<file path="src/design/dhkd_pkg.sv">
// ----------------------------------------------------------------------------
// Double hash key digest package
// Shared widths, constants and the controller/datapath command and status types.
// ----------------------------------------------------------------------------
`default_nettype none

package dhkd_pkg;

  // Field widths.
  localparam int CHAR_W = 8;
  localparam int HASH_W = 32;
  localparam int SLOT_BITS = 16;

  // Width of the remainder iteration counter.
  localparam int CNT_W = $clog2(HASH_W);

  // Hash seeds and the reset table size.
  localparam logic [HASH_W-1:0] DJB_SEED = HASH_W'(5381);
  localparam logic [HASH_W-1:0] OAAT_SEED = '0;
  localparam logic [SLOT_BITS-1:0] TABLE_SIZE_RESET = SLOT_BITS'(1021);

  // Commands from the controller to the datapath.
  typedef struct packed {
    logic absorb;      // fold one nonzero character into both hashes
    logic terminate;   // snapshot both hashes and restart the accumulators
    logic fin_mix;     // first finalization step of the secondary hash
    logic fin_add;     // last finalization step of the secondary hash
    logic div_step;    // one restoring step of both remainders
    logic out_load;    // load the result register
  } dhkd_cmd_t;

  // Status from the datapath to the controller.
  typedef struct packed {
    logic char_zero;   // the character on the input ends the key
  } dhkd_sts_t;

endpackage : dhkd_pkg

`default_nettype wire

</file>
<file path="src/design/dhkd_ifs.sv">
// ----------------------------------------------------------------------------
// Double hash key digest channels
// Valid/ready channels for key characters and for digest results.
// ----------------------------------------------------------------------------
`default_nettype none

// Key character channel: one word is one character byte.
interface dhkd_char_if;
  import dhkd_pkg::*;

  logic              valid;
  logic              ready;
  logic [CHAR_W-1:0] char_code;

  modport source (output valid, output char_code, input ready);
  modport sink (input valid, input char_code, output ready);
endinterface : dhkd_char_if

// Digest channel: one word is the full digest of one key.
interface dhkd_digest_if;
  import dhkd_pkg::*;

  logic                 valid;
  logic                 ready;
  logic [HASH_W-1:0]    primary_hash;
  logic [HASH_W-1:0]    secondary_hash;
  logic [SLOT_BITS-1:0] home_slot;
  logic [SLOT_BITS-1:0] probe_step;

  modport source (output valid, output primary_hash, output secondary_hash,
                  output home_slot, output probe_step, input ready);
  modport sink (input valid, input primary_hash, input secondary_hash,
                input home_slot, input probe_step, output ready);
endinterface : dhkd_digest_if

`default_nettype wire

</file>
<file path="src/design/dhkd_ctrl.sv">
// ----------------------------------------------------------------------------
// Double hash key digest controller
// Sequences absorb, finalization, the serial remainder and result hand-off.
// ----------------------------------------------------------------------------
`default_nettype none

module dhkd_ctrl (
  input  wire logic              clk,
  input  wire logic              rst,
  input  wire logic              in_valid,
  output logic                   in_ready,
  output logic                   out_valid,
  input  wire logic              out_ready,
  input  wire dhkd_pkg::dhkd_sts_t sts,
  output dhkd_pkg::dhkd_cmd_t    cmd
);
  import dhkd_pkg::*;

  localparam logic [2:0] ST_ACC  = 3'd0;
  localparam logic [2:0] ST_MIX  = 3'd1;
  localparam logic [2:0] ST_ADD  = 3'd2;
  localparam logic [2:0] ST_DIV  = 3'd3;
  localparam logic [2:0] ST_DONE = 3'd4;

  localparam logic [CNT_W-1:0] CNT_LAST = CNT_W'(HASH_W - 1);

  logic [2:0]       state;
  logic [2:0]       state_next;
  logic [CNT_W-1:0] cnt;
  logic [CNT_W-1:0] cnt_next;
  logic             out_full;
  logic             out_full_next;

  assign in_ready  = (state == ST_ACC);
  assign out_valid = out_full;

  // Next state and datapath commands.
  always_comb begin
    state_next = state;
    cnt_next   = cnt;
    cmd        = '0;
    case (state)
      ST_ACC: begin
        if (in_valid) begin
          if (sts.char_zero) begin
            cmd.terminate = 1'b1;
            state_next    = ST_MIX;
          end else begin
            cmd.absorb = 1'b1;
          end
        end
      end
      ST_MIX: begin
        cmd.fin_mix = 1'b1;
        state_next  = ST_ADD;
      end
      ST_ADD: begin
        cmd.fin_add = 1'b1;
        cnt_next    = CNT_LAST;
        state_next  = ST_DIV;
      end
      ST_DIV: begin
        cmd.div_step = 1'b1;
        if (cnt == '0) begin
          state_next = ST_DONE;
        end else begin
          cnt_next = cnt - CNT_W'(1);
        end
      end
      ST_DONE: begin
        if (!out_full || out_ready) begin
          cmd.out_load = 1'b1;
          state_next   = ST_ACC;
        end
      end
      default: begin
        state_next = ST_ACC;
      end
    endcase
  end

  // The result register is full from its load until the word is taken.
  always_comb begin
    out_full_next = out_full;
    if (out_full && out_ready) begin
      out_full_next = 1'b0;
    end
    if (cmd.out_load) begin
      out_full_next = 1'b1;
    end
  end

  always_ff @(posedge clk) begin
    if (rst) begin
      state    <= ST_ACC;
      cnt      <= '0;
      out_full <= 1'b0;
    end else begin
      state    <= state_next;
      cnt      <= cnt_next;
      out_full <= out_full_next;
    end
  end

endmodule : dhkd_ctrl

`default_nettype wire

</file>
<file path="src/design/dhkd_dpath.sv">
// ----------------------------------------------------------------------------
// Double hash key digest datapath
// Hash accumulators, finalization, two serial remainders and result register.
// ----------------------------------------------------------------------------
`default_nettype none

module dhkd_dpath (
  input  wire logic                          clk,
  input  wire logic                          rst,
  input  wire logic                          table_size_we,
  input  wire logic [dhkd_pkg::SLOT_BITS-1:0] table_size_wdata,
  input  wire logic [dhkd_pkg::CHAR_W-1:0]    char_code,
  input  wire dhkd_pkg::dhkd_cmd_t           cmd,
  output dhkd_pkg::dhkd_sts_t                sts,
  output logic [dhkd_pkg::HASH_W-1:0]         primary_hash,
  output logic [dhkd_pkg::HASH_W-1:0]         secondary_hash,
  output logic [dhkd_pkg::SLOT_BITS-1:0]      home_slot,
  output logic [dhkd_pkg::SLOT_BITS-1:0]      probe_step
);
  import dhkd_pkg::*;

  logic [SLOT_BITS-1:0] table_size;
  logic [HASH_W-1:0]    djb_acc;
  logic [HASH_W-1:0]    oaat_acc;
  logic [HASH_W-1:0]    prim;
  logic [HASH_W-1:0]    sec;
  logic [SLOT_BITS-1:0] rem_p;
  logic [SLOT_BITS-1:0] rem_s;

  logic [HASH_W-1:0]    char_ext;
  logic [HASH_W-1:0]    oaat_sum;
  logic [HASH_W-1:0]    oaat_mix;
  logic [HASH_W-1:0]    sec_mix;
  logic [SLOT_BITS:0]   cat_p;
  logic [SLOT_BITS:0]   cat_s;
  logic [SLOT_BITS+1:0] diff_p;
  logic [SLOT_BITS+1:0] diff_s;
  logic                 size_zero;

  assign sts.char_zero = (char_code == '0);
  assign size_zero     = (table_size == '0);

  // The character is a signed byte, so it is sign-extended before use.
  assign char_ext = {{(HASH_W - CHAR_W){char_code[CHAR_W-1]}}, char_code};

  // One-at-a-time character step: add, shift-add, shift-xor.
  assign oaat_sum = oaat_acc + char_ext;
  assign oaat_mix = oaat_sum + (oaat_sum << 10);

  // First part of the finalization: shift-add by three, then shift-xor.
  assign sec_mix = sec + (sec << 3);

  // One restoring step per hash: shift the next dividend bit into the remainder.
  assign cat_p  = {rem_p, prim[HASH_W-1]};
  assign cat_s  = {rem_s, sec[HASH_W-1]};
  assign diff_p = {1'b0, cat_p} - {2'b00, table_size};
  assign diff_s = {1'b0, cat_s} - {2'b00, table_size};

  // Table size register.
  always_ff @(posedge clk) begin
    if (rst) begin
      table_size <= TABLE_SIZE_RESET;
    end else if (table_size_we) begin
      table_size <= table_size_wdata;
    end
  end

  // Running hashes; both restart once the key ends.
  always_ff @(posedge clk) begin
    if (rst) begin
      djb_acc  <= DJB_SEED;
      oaat_acc <= OAAT_SEED;
    end else if (cmd.terminate) begin
      djb_acc  <= DJB_SEED;
      oaat_acc <= OAAT_SEED;
    end else if (cmd.absorb) begin
      djb_acc  <= (djb_acc << 5) + djb_acc + char_ext;
      oaat_acc <= oaat_mix ^ (oaat_mix >> 6);
    end
  end

  // Snapshot, finalization and serial remainder. The dividends rotate left,
  // so after a full pass they hold the hashes again.
  always_ff @(posedge clk) begin
    if (cmd.terminate) begin
      prim  <= djb_acc;
      sec   <= oaat_acc;
      rem_p <= '0;
      rem_s <= '0;
    end else if (cmd.fin_mix) begin
      sec <= sec_mix ^ (sec_mix >> 11);
    end else if (cmd.fin_add) begin
      sec <= sec + (sec << 15);
    end else if (cmd.div_step) begin
      prim  <= {prim[HASH_W-2:0], prim[HASH_W-1]};
      sec   <= {sec[HASH_W-2:0], sec[HASH_W-1]};
      rem_p <= diff_p[SLOT_BITS+1] ? cat_p[SLOT_BITS-1:0] : diff_p[SLOT_BITS-1:0];
      rem_s <= diff_s[SLOT_BITS+1] ? cat_s[SLOT_BITS-1:0] : diff_s[SLOT_BITS-1:0];
    end
  end

  // Result register. A zero table size acts as a single slot, and a zero
  // probe step is replaced by one.
  always_ff @(posedge clk) begin
    if (cmd.out_load) begin
      primary_hash   <= prim;
      secondary_hash <= sec;
      home_slot      <= size_zero ? '0 : rem_p;
      probe_step     <= (size_zero || (rem_s == '0)) ? SLOT_BITS'(1) : rem_s;
    end
  end

endmodule : dhkd_dpath

`default_nettype wire

</file>
<file path="src/design/double_hash_key_digest_unit.sv">
// ----------------------------------------------------------------------------
// Double hash key digest unit
// Hashes a key with DJB2 and one-at-a-time and gives home slot and probe step.
// ----------------------------------------------------------------------------
// A key arrives one character per word. A zero character ends the key; the
// block then finalizes the secondary hash with a mix step and an add step,
// runs a bit-serial restoring remainder unit that computes both moduli side
// by side, and loads the result register once it is free; only then is the
// next character taken. The digest waits in its output register while the
// next key streams in. Table size 0 acts as one slot. Write the table size
// only while the block is idle.
`default_nettype none

module double_hash_key_digest_unit (
  input  wire logic                          clk,
  input  wire logic                          rst,
  input  wire logic                          table_size_we,
  input  wire logic [dhkd_pkg::SLOT_BITS-1:0] table_size_wdata,
  dhkd_char_if.sink                          chars,
  dhkd_digest_if.source                      digests
);
  import dhkd_pkg::*;

  dhkd_cmd_t cmd;
  dhkd_sts_t sts;

  // Sequencing and handshakes.
  dhkd_ctrl u_ctrl (
    .clk       (clk),
    .rst       (rst),
    .in_valid  (chars.valid),
    .in_ready  (chars.ready),
    .out_valid (digests.valid),
    .out_ready (digests.ready),
    .sts       (sts),
    .cmd       (cmd)
  );

  // Hashing, remainders and the result register.
  dhkd_dpath u_dpath (
    .clk              (clk),
    .rst              (rst),
    .table_size_we    (table_size_we),
    .table_size_wdata (table_size_wdata),
    .char_code        (chars.char_code),
    .cmd              (cmd),
    .sts              (sts),
    .primary_hash     (digests.primary_hash),
    .secondary_hash   (digests.secondary_hash),
    .home_slot        (digests.home_slot),
    .probe_step       (digests.probe_step)
  );

endmodule : double_hash_key_digest_unit

`default_nettype wire
</file>
<file path="src/flat_wrapper.sv">
// flat-port wrapper written by rule: the top's interface ports become plain ports
module double_hash_key_digest_unit_flat import dhkd_pkg::*;
  (clk, rst, table_size_we, table_size_wdata, chars_valid, chars_char_code, chars_ready, digests_valid, digests_primary_hash, digests_secondary_hash, digests_home_slot, digests_probe_step, digests_ready);
  dhkd_char_if chars_i ();
  dhkd_digest_if digests_i ();
  input  wire logic clk;
  input  wire logic rst;
  input  wire logic table_size_we;
  input  wire logic [dhkd_pkg::SLOT_BITS-1:0] table_size_wdata;
  input wire logic [$bits(chars_i.valid)-1:0] chars_valid;
  input wire logic [$bits(chars_i.char_code)-1:0] chars_char_code;
  output wire logic [$bits(chars_i.ready)-1:0] chars_ready;
  output wire logic [$bits(digests_i.valid)-1:0] digests_valid;
  output wire logic [$bits(digests_i.primary_hash)-1:0] digests_primary_hash;
  output wire logic [$bits(digests_i.secondary_hash)-1:0] digests_secondary_hash;
  output wire logic [$bits(digests_i.home_slot)-1:0] digests_home_slot;
  output wire logic [$bits(digests_i.probe_step)-1:0] digests_probe_step;
  input wire logic [$bits(digests_i.ready)-1:0] digests_ready;
  assign chars_i.valid = chars_valid;
  assign chars_i.char_code = chars_char_code;
  assign chars_ready = chars_i.ready;
  assign digests_valid = digests_i.valid;
  assign digests_primary_hash = digests_i.primary_hash;
  assign digests_secondary_hash = digests_i.secondary_hash;
  assign digests_home_slot = digests_i.home_slot;
  assign digests_probe_step = digests_i.probe_step;
  assign digests_i.ready = digests_ready;
  double_hash_key_digest_unit u_core (.clk(clk), .rst(rst), .table_size_we(table_size_we), .table_size_wdata(table_size_wdata), .chars(chars_i), .digests(digests_i));
endmodule
</file>
<file path="config.mk">
export PLATFORM = sky130hd
export DESIGN_NAME = double_hash_key_digest_unit_flat
export DESIGN_NICKNAME = d
export VERILOG_FILES = /design/src/design/dhkd_pkg.sv /design/src/design/dhkd_ifs.sv /design/src/design/dhkd_ctrl.sv /design/src/design/dhkd_dpath.sv /design/src/design/double_hash_key_digest_unit.sv /design/src/flat_wrapper.sv
export SDC_FILE = /design/constraint.sdc
export NUM_CORES = 1
export LEC_CHECK = 0
export BUFFER_PORTS_ARGS = -buffer_cell sky130_fd_sc_hd__buf_2
export CAP_MARGIN = 20
export CORE_AREA = 5 5 200 202
export CTS_BUF_LIST = sky130_fd_sc_hd__clkbuf_4
export CTS_CLUSTER_SIZE = 25
export DETAILED_ROUTE_END_ITERATION = 7
export DIE_AREA = 0 0 205 207
export PLACE_DENSITY = 0.7
export SYNTH_ARGS = -nofsm -noshare
export SYNTH_HDL_FRONTEND = slang
export SYNTH_SLANG_ARGS = --single-unit
</file>
<file path="constraint.sdc">
create_clock -name clk -period 5.8 [get_ports clk]
set_input_delay 0.58 -clock clk [delete_from_list [all_inputs] [get_ports clk]]
set_output_delay 0.58 -clock clk [all_outputs]
set_load 0.02 [all_outputs]
</file>
==> results by group, run 1 <==
Min path
  – Hold crit path type: in -> reg
  – Cells on Worst Hold Path: 3
  – Worst Hold Launch: table_size_wdata[10]
  – Worst hold path endpoint: u_core.u_dpath.table_size[10]

Worst setup path
  – Slowest stage cell on the critical path: fa_1
  – Crit path kind: reg -> reg
  – Critical Path RT: ~6.4 ns
  – Buf/Inv on CP: 2
  – Crit Reg-Reg Endpoint: u_core.u_dpath.oaat_acc[24]
  – Family with the most delay on the worst path: compound AO/OA/AOI/OAI gates
  – Crit. End Element: flop
  – Crit path launch type: flop
  – Largest fanout on the critical path: 4
  – Critical path's largest stage delay: 0.40 ns
  – CP Data Arrival Time: 6.13 ns
  – Crit-path most repeated cell: a21oi_2
  – R2R Setup Slk: 0.28 ns
  – Reg2Reg Launch Point: u_core.u_dpath.oaat_acc[0]
  – Reg2reg path depth: 28

Placed design
  – GPL Wtd Cong: 0.9347
  – Detailed placer's ending HPWL: 37.24 mm
  – Number of port buffers: 126
  – Dpl cells: ~2600
  – DP Worst Slack: -0.2238 ns

Logic synthesis
  – Distinct cells, synth: 78
  – Mapped Nets: roughly 2200
  – Post-synth EDFFs: between 150 and 200
  – Syn. warnings: 0
  – Synth top area cells: edfxtp_1 (26%), dfxtp_1 (13%), ha_1 (11%), xnor2_1 (5.2%), nand2_1 (4.7%)
  – Post-Syn Instances: 1995
  – Cell Area, Synth: 18740 um2
  – Synth top area share: 25.64%
  – Yosys reg bits: between 200 and 300
  – Area leader, netlist: edfxtp_1
  – Syn_area_per_cell: 9.392 um2
  – Top_reg_cell synth: edfxtp_1
  – Post-synth ARST share: 0%
  – Sequential element share of the synthesized area: 38.57%

Global route
  – Top Usage Layer GRT: met2
  – Largest net degree at the start of global routing: 70
  – Global routing usage on met3: 4.395%
  – Initial antenna violation count: 2
  – Overflow after GRT: 0
  – Grt met1 use: 31.05%
  – First-pass GRT wire length: 80.83 mm
  – Gr usage total: 23.34%
  – Met2 Use GR: 37.31%
  – Vias in the first global route: 15544

Layout
  – Most frequent cells in the layout: nand2_1 (234), nor2_1 (187), ha_1 (164)
  – Layout cells sized above 1: 15.69%
  – Synth-to-Final Area Change: 14.28%
  – Layout Cells excl Fill: 2782
  – Final Util: 56.20%
  – Final #Nets: 2423
  – Most common cell after layout, fill and taps aside: nand2_1

Routing
  – DR iter-0 viols: between 1000 and 1500
  – Post-route ant nets: 0
  – Routed vias: 15807
  – Remaining DRCs: 0
  – Drt first pass iters: 5
  – Wire per inst: 18.20 um
  – Final wirelength: between 50 and 60 mm
  – Via/cell ratio: about 5.7

Clocking
  – Latest clock arrival within the worst-skew pair: 0.78 ns
  – H-tree levels: 3
  – Root Buffer: clkbuf_4
  – CTS tree: built
  – CTS clk-pin slew, worst paths: 0.06 ns
  – Clock buffer count from CTS: 80
  – Longest Clk Path Bufs: 3
  – Clock sink count: 281

STA
  – Slew @ Worst Pin: 0.9606 ns
  – Max-slew headroom: between 30% and 40%
  – Max-slew violations: 0
  – Final Cycle Share: 95.12%
  – Skew final: around 0.054 ns
  – Final min period: roughly 5.5 ns
  – Setup TNS: 0 ns
  – Final worst-path setup slack: 0.2833 ns
  – Max frequency: 181.3 MHz
  – Final hold vios: 0
  – Count of final setup violators: 0

Floorplanning
  – IO Count: 127
  – # rows: 72
  – Initial Util: between 40 and 50%
  – CORE AREA: about 38000 um2
  – Die Height: 207 um
  – Die ar.: ~42000 um2
  – Die X: around 210 um

Status
  – Status: completed

Power and ir drop
  – Leakage: 9.295 nW
  – Peak VDD IR: a little over 0.3 mV
  – Total power: 0.01073 W
  – Pwr Density: 501.1 nW/um2

Run
  – Max-cap violations: 0
## cells by family (layout without fill, tap and decap cells)
kind of cell               Yosys count  count (layout)  share of synthesized area (%)
other                                0               1                              0
and+or+nand+nor                    634             634                          15.24
DFF                                281             281                          38.57
xor gates and xnor gates           176             176                          8.373
adders and majority gates          199             199                          14.59
buffers and inverters              138             406                          2.778
muxes                               16              16                         0.8614
AOI/OAI and AO/OA                  551             551                          19.58
## worst max path at each step
stage                                  endpoint  slack (ns)  depth (start not counted)                        from
finish              u_core.u_dpath.oaat_acc[24]        0.28                         28  u_core.u_dpath.oaat_acc[0]
global route        u_core.u_dpath.oaat_acc[24]       -0.03                         28  u_core.u_dpath.oaat_acc[0]
CTS                 u_core.u_dpath.oaat_acc[24]         0.1                         28  u_core.u_dpath.oaat_acc[0]
detailed placement  u_core.u_dpath.oaat_acc[24]       -0.22                         29          chars_char_code[0]
global placement    u_core.u_dpath.oaat_acc[24]       -0.15                         29          chars_char_code[0]
floorplan           u_core.u_dpath.oaat_acc[21]        0.13                         29          chars_char_code[0]
## cells in the mapped netlist (4+ instances only)
cell type,count
nand2_1,234
nor2_1,190
ha_1,164
edfxtp_1,160
a21oi_1,149
dfxtp_1,121
xnor2_1,111
o21ai_0,107
inv_1,77
xor2_1,63
a21o_1,60
clkbuf_1,56
nand3_1,45
and2_1,38
fa_1,33
a22oi_1,28
nor3_1,26
a221oi_1,24
o21bai_1,24
a211oi_1,23
nor2b_1,23
and3_1,16
mux2i_1,15
nand2b_1,14
o211ai_1,13
a31oi_1,12
nor4_1,12
a22o_1,11
o31ai_1,10
a21boi_0,9
o21a_1,9
or2_2,8
a221o_1,7
o31a_1,7
or3_1,7
a211o_1,5
a21o_2,4
a21oi_2,4
a311oi_1,4
a31o_2,4
nor3b_1,4
## worst reg2reg max path: cells and delay by family (launching register included)
kind / cells / cell delay [ns]
AOI/OAI and AO/OA: 14 / 2.24
xor gates and xnor gates: 3 / 0.41
DFF: 1 / 0.33
buffers and inverters: 2 / 0.29
adders and majority gates: 5 / 1.58
and+or+nand+nor: 3 / 0.24
muxes: 1 / 0.28
## layer usage
layer	routed length [um]	vias up
li1	-	7717
met1	22410	7486
met2	23100	484
met3	3337	118
met4	1766	2
met5	13	-
## flip-flops by register name, indices dropped and copies added, names as in the netlist
| name | flops |
|---|---|
| u_core.u_dpath.sec | 32 |
| u_core.u_dpath.secondary_hash | 32 |
| u_core.u_dpath.primary_hash | 32 |
| u_core.u_dpath.probe_step | 16 |
| u_core.u_ctrl.out_valid | 1 |
| u_core.u_dpath.home_slot | 16 |
| u_core.u_dpath.oaat_acc | 32 |
| u_core.u_dpath.prim | 32 |
| u_core.u_ctrl.state | 3 |
| u_core.u_dpath.rem_s | 16 |
| u_core.u_ctrl.cnt | 5 |
| u_core.u_dpath.djb_acc | 32 |
| u_core.u_dpath.rem_p | 16 |
| u_core.u_dpath.table_size | 16 |
## area by class of cell
type / count / area [um2]
Multi-Input combinational cell: 1576 / 11110
Tap cell: 518 / 648.1
Sequential cell: 281 / 7227
Inverter: 77 / 289.0
Timing Repair Buffer: 181 / 1071
Clock buffer: 118 / 885.9
Fill cell: 3447 / 16690
Clock inverter: 30 / 181.4
Antenna cell: 1 / 2.502
## what timing repair did
item,in CTS,in global routing
endpoints found under the hold margin,8,0
setup buffers,0,1
endpoints found under the setup margin,0,15
hold buffers,8,0
resized for setup,0,16
## per-stage QoR
| stage | hold WS, ns | cell area (um2) |
|---|---|---|
| 6_report | 0.07349 | 21410 |
| 3_5_place_dp | 0.4383 | 20170 |
| 5_1_grt | 0.02695 | 21410 |
| 3_3_place_gp | 0.4358 | 20170 |
| 4_1_cts | 0.0005573 | 21320 |
| 2_1_floorplan | 0.4262 | 18740 |
## power by group
group | internal, W | total, W | switching (W) | leakage [nW]
Sequential | 0.00231 | 0.00261 | 0.000297 | 2.44
Clock | 0.00103 | 0.00192 | 0.000897 | 0.629
Combinational | 0.00286 | 0.00620 | 0.00334 | 6.23
Note: power is estimated with default switching activity, not from simulation.
==> inputs of run 2 (changes only) <==
--- a/config.mk
+++ b/config.mk
@@ -5,13 +5,14 @@
 export SDC_FILE = /design/constraint.sdc
 export NUM_CORES = 1
 export LEC_CHECK = 0
+export ABC_AREA = 1
 export BUFFER_PORTS_ARGS = -buffer_cell sky130_fd_sc_hd__buf_2
 export CAP_MARGIN = 20
-export CORE_AREA = 5 5 200 202
+export CORE_AREA = 5 5 207 209
 export CTS_BUF_LIST = sky130_fd_sc_hd__clkbuf_4
 export CTS_CLUSTER_SIZE = 25
 export DETAILED_ROUTE_END_ITERATION = 7
-export DIE_AREA = 0 0 205 207
+export DIE_AREA = 0 0 212 214
 export PLACE_DENSITY = 0.7
 export SYNTH_ARGS = -nofsm -noshare
 export SYNTH_HDL_FRONTEND = slang
==> results by group, run 2 <==
Clocking
  – CTS clk-pin slew, worst paths: 0.07 ns
  – Clock buffer count from CTS: 75
  – CTS tree: built
  – Root Buffer: clkbuf_4
  – Clock sink count: 281
  – Latest clock arrival within the worst-skew pair: 0.80 ns
  – Longest Clk Path Bufs: 3
  – H-tree levels: 3

Routing
  – Via/cell ratio: 5.453
  – Final wirelength: 56.03 mm
  – Remaining DRCs: 0
  – Drt first pass iters: 7
  – Post-route ant nets: 0
  – Wire per inst: 16.89 um
  – Routed vias: between 15000 and 20000
  – DR iter-0 viols: 1289

Worst setup path
  – Crit-path most repeated cell: nand2_1
  – Slowest stage cell on the critical path: fa_1
  – Reg2Reg Launch Point: u_core.u_dpath.oaat_acc[0]
  – R2R Setup Slk: 1.36 ns
  – Crit. End Element: flop
  – Crit Reg-Reg Endpoint: u_core.u_dpath.oaat_acc[23]
  – Crit path kind: reg -> reg
  – Largest fanout on the critical path: 4
  – CP Data Arrival Time: 5.10 ns
  – Crit path launch type: flop
  – Reg2reg path depth: 27
  – Critical path's largest stage delay: ~0.41 ns
  – Crit path to: u_core.u_dpath.oaat_acc[23]
  – CP startpoint: u_core.u_dpath.oaat_acc[0]
  – Critical Path RT: ~6.5 ns

Status
  – Status: completed

STA
  – Final min period: 4.437 ns
  – Unrepaired setup endpoints after global routing: false
  – Skew final: 0.07369 ns
  – Max-slew violations: 0
  – Max-slew headroom: 39.49%
  – Final Cycle Share: ~77%
  – Slew @ Worst Pin: 0.9067 ns
  – Count of final setup violators: 0
  – Max frequency: between 200 and 250 MHz
  – Fin Hold WS: 0.07653 ns
  – Final hold vios: 0
  – Setup TNS: 0 ns

Layout
  – Synth-to-Final Area Change: 11.55%
  – Most common cell after layout, fill and taps aside: nand2_1
  – Most frequent cells in the layout: nand2_1 (505), inv_1 (355), a21oi_1 (218)
  – Layout cells sized above 1: 12.65%
  – Fill cells: approximately 3800
  – Final #Nets: 2946

Floorplanning
  – Die X: 212 um
  – # rows: 74
  – Die Height: between 200 and 250 um
  – Die ar.: around 45000 um2
  – Initial Util: between 40% and 50%
  – IO Count: 127
  – CORE AREA: 40650 um2

Logic synthesis
  – Mapped Nets: ~2800
  – Top_reg_cell synth: edfxtp_1
  – Post-synth EDFFs: 160
  – Cell Area, Synth: 20140 um2
  – Syn_area_per_cell: 7.893 um2
  – Distinct cells, synth: 59
  – Syn. warnings: 0
  – Post-Syn Instances: 2552
  – Sequential element share of the synthesized area: a little over a third
  – Top-count cell post-synth: nand2_1
  – Synth top area cells: edfxtp_1 (24%), dfxtp_1 (12%), ha_1 (10%), nand2_1 (9.4%), inv_1 (6.7%)
  – Post-synth ARST share: 0%
  – Area leader, netlist: edfxtp_1
  – Synth top area share: 23.85%
  – Yosys reg bits: 281
  – Post-synth top cells: nand2_1 (505), inv_1 (357), a21oi_1 (218)

Global route
  – Initial antenna violation count: 2
  – Global routing usage on met3: roughly 4.2%
  – Largest net degree at the start of global routing: 68
  – Overflow after GRT: 0
  – Gr usage total: 24.39%
  – Vias in the first global route: approximately 18000
  – Met2 Use GR: 38.51%
  – First-pass GRT wire length: about 90 mm
  – Grt met1 use: about 33%
  – Top Usage Layer GRT: met2

Placed design
  – Number of port buffers: between 100 and 150
  – GPL Wtd Cong: 1.004
  – Detailed placer's ending HPWL: 43.17 mm

Run
  – Max-cap violations: 0

Min path
  – Hold crit path type: in -> reg
==> run 2: cell count changes after synthesis, sizes merged, moves of 18 or more <==
cell    before  now
a211oi      27    5
a21o        64   18
a21oi      153  224
a22oi       28    2
and2        38    5
inv         77  363
nand2      234  529
nand3       45  116
nor2       191  210
nor2b       23    0
o211ai      14   52
o21ai      110  200
o21bai      24    6
xnor2      111   66
==> run 2: worst min-delay path by stage <==
stage	cells past startpoint	endpoint	startpoint
finish	3	u_core.u_dpath.table_size[0]	table_size_wdata[0]
global placement	0	u_core.u_dpath.primary_hash[24]	u_core.u_dpath.prim[24]
floorplan	0	u_core.u_dpath.primary_hash[0]	u_core.u_dpath.prim[0]
global route	3	u_core.u_dpath.table_size[0]	table_size_wdata[0]
detailed placement	0	u_core.u_dpath.primary_hash[25]	u_core.u_dpath.prim[25]
CTS	3	u_core.u_dpath.table_size[0]	table_size_wdata[0]
==> run 2: critical path: cells and delay by family (launching register included) <==
| family | cells | cell delay (ns) |
|---|---|---|
| fa+ha+maj | 3 | 1.05 |
| xor+xnor | 1 | 0.17 |
| flops | 1 | 0.35 |
| compound gates | 8 | 1.63 |
| simple gates | 13 | 1.01 |
| buf+inv | 2 | 0.13 |
==> run 2: layout make-up <==
type | instances | area [um2] | area share, %
multi-input cells | 1845 | 11330 | 50.43
well taps | 532 | 665.6 | 2.962
flip-flops and latches | 281 | 7227 | 32.16
clock inverters | 28 | 173.9 | 0.7740
clock buffers | 111 | 833.3 | 3.708
diodes | 3 | 7.507 | 0.03341
inverters | 367 | 1378 | 6.131
repair buffers | 150 | 853.3 | 3.798
==> run 2: routing by layer <==
metal / vias up / share of wire, %
li1: 8991 / -
met1: 8385 / 45
met2: 590 / 45
met3: 123 / 6.7
met4: 0 / 3.5
met5: - / 0
==> run 2: cells by family (layout without fill, tap and decap cells) <==
group,after synthesis,after routing,share of synthesized area (%)
buffers and inverters,426,656,8.007
and+or+nand+nor,926,926,19.69
other,0,3,0
AOI/OAI and AO/OA,578,578,16.55
adders and majority gates,197,197,13.47
DFF,281,281,35.88
xor gates and xnor gates,144,144,6.410
==> run 2: per-stage QoR <==
step	cell area (um2)	setup WS [ns]	std cells	utilization, %
after floorplan	20140	0.6374	2552	-
final	22470	1.363	3317	55.28
after CTS	22450	1.451	3313	55.23
after detailed placement	21350	1.096	3165	52.53
after global routing	22470	0.9709	3317	55.28
after global placement	21330	1.229	3164	52.48
==> run 2: repair_timing <==
item                      in CTS  in global routing
setup buffers                  0                  0
resized for setup              0                  0
hold buffers                   9                  0
hold endpoints to repair       9                  0
Power of run 2 is left out: the tool's default activity adds up to more than one toggle a clock period on the data nets, which glitch-free logic cannot reach.
